## config.mk

```make
export PLATFORM = sky130hd
export DESIGN_NAME = ccw_sat_add
export DESIGN_NICKNAME = d
export VERILOG_FILES = /design/src/sv/ccw_pkg.sv /design/src/sv/ccw_sat_add.sv
export SDC_FILE = /design/constraint.sdc
export NUM_CORES = 1
export LEC_CHECK = 0
export BUFFER_PORTS_ARGS = -buffer_cell sky130_fd_sc_hd__buf_2
export CAP_MARGIN = 40
export CORE_MARGIN = 2
export CORE_UTILIZATION = 49
export DETAILED_ROUTE_END_ITERATION = 6
export GPL_TIMING_DRIVEN = 0
export PLACE_DENSITY = 0.95
export SETUP_SLACK_MARGIN = 0.02
export SYNTH_ARGS = -nofsm -noshare
export SYNTH_HDL_FRONTEND = slang
export SYNTH_SLANG_ARGS = --single-unit
```

## constraint.sdc

```tcl
create_clock -name vclk -period 3.6
set_clock_uncertainty 0.05 [all_clocks]
set_input_delay 0.36 -clock vclk [all_inputs]
set_output_delay 0.36 -clock vclk [all_outputs]
set_load 0.05 [all_outputs]
```

## src/sv/ccw_pkg.sv

```systemverilog
`default_nettype none

package ccw_pkg;

    // Fixed field widths of the request, result and configuration ports.
    localparam int VALUE_W   = 14;
    localparam int COUNT_W   = 3;
    localparam int WAYS_W    = 32;
    localparam int CFG_IDX_W = 3;
    localparam int COIN_REGS = 7;

    // Defaults for the top-level parameters.
    localparam int DEF_MAX_AMOUNT = 16383;
    localparam int DEF_MAX_COINS  = 7;

    // Configuration register indexes.
    localparam logic [CFG_IDX_W-1:0] REG_COIN_COUNT   = 3'd0;
    localparam logic [CFG_IDX_W-1:0] REG_COIN_VALUE_1 = 3'd1;

    localparam logic [COUNT_W-1:0] COIN_COUNT_RESET = 3'd7;

    typedef logic [VALUE_W-1:0] coin_value_t;

    localparam coin_value_t COIN_VALUE_RESET [COIN_REGS] = '{
        14'd50, 14'd100, 14'd200, 14'd500, 14'd1000, 14'd2000, 14'd5000
    };

    // One entry of the ways table: the count and a sticky overflow mark.
    typedef struct packed {
        logic              over;
        logic [WAYS_W-1:0] val;
    } entry_t;

endpackage

`default_nettype wire

```

## src/sv/ccw_sat_add.sv

```systemverilog
`default_nettype none

// Saturating adder for ways table entries; an overflow mark is sticky.
module ccw_sat_add (
    input  wire ccw_pkg::entry_t x,
    input  wire ccw_pkg::entry_t y,
    output      ccw_pkg::entry_t sum
);

    logic [ccw_pkg::WAYS_W:0] raw;
    logic                     over;

    assign raw  = {1'b0, x.val} + {1'b0, y.val};
    assign over = x.over | y.over | raw[ccw_pkg::WAYS_W];

    assign sum.over = over;
    assign sum.val  = over ? {ccw_pkg::WAYS_W{1'b1}} : raw[ccw_pkg::WAYS_W-1:0];

endmodule

`default_nettype wire

```

==> results of run 1 <==
## synth_stat cells (2+ instances only)
cell type / number
xnor2_1: 15
o21a_1: 3
a21o_1: 6
nand2_1: 54
nor3_1: 5
nand4_1: 9
nor2_1: 25
nand2b_1: 6
ha_1: 32
o21bai_1: 5
a21oi_1: 24
nand3b_1: 2
a311oi_1: 2
buf_2: 6
nor4_1: 2
a31oi_1: 3
xor2_1: 11
a211oi_1: 5
nor2b_1: 3
nor3b_1: 2
o211ai_1: 4
buf_6: 4
or2_2: 2
o21ai_0: 21
clkbuf_1: 5
nand3_1: 7
o21ai_2: 3
inv_1: 8
## area by class of cell
cell class	count	area share (%)
Multi-Input combinational cell	272	72.1
Timing Repair Buffer	103	20.7
Buffer	15	3.79
Tap cell	48	2.33
Inverter	8	1.17
## metrics by stage
stage                     setup WS, ns  hold WS [ns]  setup TNS, ns
after CTS                       0.0514          1.19              0
after global routing            0.0155          1.24              0
after global placement         -0.0131          1.18        -0.0131
after detailed placement      -0.00762          1.19       -0.00762
final                            0.132          1.21              0
after floorplan                  0.198          1.17              0
## cells in the final DEF (no fill, tap or decap), types with 4 or more instances in the layout
master,instances
buf_2,104
nand2_1,54
ha_1,31
nor2_1,25
a21oi_1,23
o21ai_0,21
xnor2_1,15
xor2_1,11
nand4_1,9
inv_1,8
nand3_1,7
nand2b_1,6
a21o_1,6
buf_6,5
o21bai_1,5
nor3_1,5
buf_4,5
o211ai_1,4
clkbuf_1,4
a211oi_1,4
## how the worst max path moves through the flow
stage | slack, ns | endpoint | from
6_report | 0.13 | sum[32] | y[0]
5_1_grt | 0.02 | sum[32] | y[0]
4_1_cts | 0.05 | sum[32] | y[0]
3_5_place_dp | -0.008 | sum[32] | y[0]
3_3_place_gp | -0.01 | sum[32] | y[0]
2_1_floorplan | 0.20 | sum[30] | y[0]
## routing by layer
layer | wire length, um | part of all wire, % | global-route usage [%] | up-vias
li1 | - | - | - | 1286
met1 | 2330 | 41 | 29.1 | 1120
met2 | 2910 | 51 | 48.0 | 89
met3 | 343 | 6.0 | 0.167 | 10
met4 | 88 | 1.5 | 1.53 | 0
met5 | 0 | 0 | 0 | -
## where the power goes
group | switching [uW] | total (uW) | internal [uW] | leakage (uW)
combinational | 309 | 501 | 192 | 0.00118
sequential | 0 | 0 | 0 | 0
clock | 0 | 0 | 0 | 0
## kinds of logic (layout without fill, tap and decap cells)
| logic type | after synthesis | after routing | synth area share [%] |
|---|---|---|---|
| simple gates | 119 | 119 | 27.4 |
| fa+ha+maj | 33 | 33 | 21.4 |
| mux | 1 | 1 | 0.510 |
| buf+inv | 24 | 126 | 6.70 |
| compound gates | 93 | 93 | 32.4 |
| xor+xnor | 26 | 26 | 11.6 |
## timing repair
action | CTS | global route
hold endpoints to repair | 0 | 0
gates resized for setup | 0 | 11
hold buffers | 0 | 0
setup buffers | 1 | 2
endpoints found under the setup margin | 1 | 33
pin swaps | 1 | 4
gates cloned | 0 | 1
## tightest hold or removal path, delay by kind of cell
kind	cells	cell delay, ns
adder cells (fa/ha/maj)	1	0.12
AND/OR/NAND/NOR	1	0.09
buffers and inverters	2	0.33
==> metrics, run 1 <==
outcome finished clean; final core occ 68.8%; Pre-antenna DRT Iters 5; Pleak 0.00118 uW; share of cells above drive strength 1 32.7%; post-layout min period 3.47 ns; critical path's slowest cell fa_2; max incr delay on CP 0.38 ns; Pwr Density 195 nW/um2; first-pass GRT wire length 8880 um; worst-path fanout max 5; Critical Path Most Common Cell buf_4; hold path start x[0]; Synth cell types 50; largest net degree at the start of global routing 11; Area contributors post-synth ha_1, nand2_1, xnor2_1; total global routing overflow 0; final slew viol count 0; Crit path buffers/inverters 5; Diodes inserted 0; Net count, final 499; Fmax 288 MHz; DRT iter0 DRCs 120; DIE HEIGHT 67.3 um; area occupied by multi-input gates 1860 um2; total chip power 501 uW; Worst Hold End sum[0]; vias in the first global route 2180; Placed Area 2520 um2; Slew @ Worst Pin 0.441 ns; final worst-path cycle share 96.3%; crit path DAT 3.06 ns; WP data required 3.19 ns; Mapped Avg Cell Area 6.63 um2; Worst slew margin 70.2%; Initial Util 52.4%; Synth Net Count 395; initial antenna violation count 0; core area 3740 um2; cell depth of the worst setup path 14; post-route cell area 2570 um2; global-route usage over all layers 23.8%; I/O pin total 99; fill cell count 319; Max Cap Violations 0; Worst path top cell family by delay compound AO/OA/AOI/OAI gates; Warnings, synthesis 0; post-placement cell count 443; port bufs 99; Reg area 0 um2; top cell type's share of synthesized area 20.4%; DR DRC count 0; Seq Cell Count 0; Crit. End Element output port; Layout Cells excl Fill 446; peak supply drop 0.0000999 V; Chip Width 67.3 um; Synth Instances 296; Crit Path Class input pin to output port; CP Cell Sequence buf_2, ha_2, fa_2, a21oi_2, nor3b_1, o211ai_1, a211oi_2, o211a_1, o31a_1, a31oi_4, buf_6, inv_1, buf_4, buf_4; Total Wirelength 5680 um; hold crit path type input pin to output port; synthesized cell area 1960 um2; hpwl dp 4740 um; post-synthesis sequential area ratio 0%; ANT nets after route 0; Area Growth Syn to Fin 31.2%; Worst Hold Path Cells 4; CP startpoint kind input pin; RSZ-0062 raised after global routing no; # setup viols final 0; die area 4530 um2; Via density 5.62; Routed WL per cell 12.7 um; # rows 22; Placer Congestion 0.837; cell taking the most area after synthesis ha_1; Hold Fails Final Rpt 0; Via Count 2505; CLK BUF 0
Power figures use the tool's default switching activity.
==> inputs of run 2 (changes only) <==
CELL_PAD_IN_SITES_DETAIL_PLACEMENT = 2   (was unset)
CELL_PAD_IN_SITES_GLOBAL_PLACEMENT = 2   (was unset)
CORE_UTILIZATION = 24   (was 49)
==> metrics, run 2 (synthesized netlist as in run 1, its figures left out) <==
outcome finished clean; # rows 32; Slew @ Worst Pin 0.589 ns; Chip Width 94.4 um; CP Cell Sequence buf_2, ha_2, nand2_1, nor3b_2, o211ai_1, buf_4, buf_4, buf_4, buf_4, buf_4, buf_4, buf_4, buf_4, buf_4, nand2_4, a21oi_4, xnor2_2, nand2_1, buf_6; most frequent cells in the layout buf_2, nand2_1, ha_1; hold crit path type input pin to output port; Crit path buffers/inverters 11; final core occ 38.1%; CP startpoint kind input pin; Via density 5.30; hpwl dp 7060 um; final worst-path cycle share 98.3%; critical path's slowest cell ha_2; Max Cap Violations 0; first-pass GRT wire length 14500 um; DIE HEIGHT 94.4 um; I/O pin total 99; post-placement cell count 497; Fmax 283 MHz; WP data required 3.19 ns; Seq Cell Count 0; max incr delay on CP 0.37 ns; DR DRC count 0; Critical Path Most Common Cell buf_4; Layout Cells excl Fill 514; CLK BUF 0; post-route cell area 2970 um2; total global routing overflow 0; total chip power 599 uW; Diodes inserted 0; DP Worst Slack -0.281 ns; Placer Congestion 0.860; Via Count 2723; worst-path fanout max 5; Net count, final 513; # setup viols final 0; Crit Path Class input pin to output port; Routed WL per cell 18.5 um; Initial Util 25.1%; peak supply drop 0.0000684 V; Pre-antenna DRT Iters 4; Worst path top cell family by delay buffers and inverters; Crit. End Element output port; die area 8910 um2; Hold Fails Final Rpt 0; crit path DAT 3.13 ns; Worst slew margin 60.2%; ANT nets after route 0; final slew viol count 0; Placed Area 2580 um2; Area Growth Syn to Fin 51.5%; DRT iter0 DRCs 57; vias in the first global route 2965; share of cells above drive strength 1 38.1%; largest net degree at the start of global routing 11; Reg area 0 um2; initial antenna violation count 0; core area 7810 um2; global-route usage over all layers 20.0%; most common cell after layout, fill and taps aside buf_2; post-layout min period 3.54 ns; port bufs 99; Pwr Density 202 nW/um2; Pleak 0.00134 uW; worst setup margin 0.0611 ns; Total Wirelength 9490 um
[run 2: cell types whose count changed in the layout (fill, tap and decap cells not counted), sizes merged]
| cell | change |
|---|---|
| clkbuf | -2 |
| buf | +16 |
[run 2: per-stage QoR]
| stage | hold slack (ns) | TNS, ns |
|---|---|---|
| floorplan | 1.17 | 0 |
| global placement | 1.18 | -1.76 |
| detailed placement | 1.20 | -4.30 |
| CTS | 1.20 | 0 |
| global route | 1.22 | -0.0332 |
| finish | 1.20 | 0 |
[run 2: layer usage]
metal | track usage, % | vias to the layer above | routed length, um
met5 | 0 | - | 0
met4 | 4.71 | 0 | 163
met3 | 0.479 | 16 | 271
met2 | 40.4 | 78 | 5190
met1 | 23.2 | 1325 | 3870
li1 | - | 1304 | -
[run 2: worst min-delay path: stages]
cell and delay, ns:
buf_6 0.08, ha_4 0.11, nand2b_1 0.08, buf_2 0.25
[run 2: layout make-up]
class,instances,area (um2)
repair buffers,119,777
fillers,953,4830
plain buffers,13,103
well taps,102,128
multi-input cells,272,1940
inverters,8,30.0
[run 2: power by group]
group | switching (uW) | total [uW] | leakage [uW] | internal, uW
combinational | 364 | 599 | 0.00134 | 235
sequential | 0 | 0 | 0 | 0
clock | 0 | 0 | 0 | 0
total | 364 | 599 | 0.00134 | 235
[run 2: worst paths after layout]
check / cells past startpoint / to / start / slack, ns
worst max-delay path: 19 / sum[12] / x[5] / 0.06
worst min-delay path: 4 / sum[0] / x[0] / 1.20
[run 2: what timing repair did]
action,CTS,global route
resized for setup,10,77
setup buffers,11,7
pin swaps,3,12
setup endpoints to repair,32,33
hold buffers,0,0
cloned,2,0
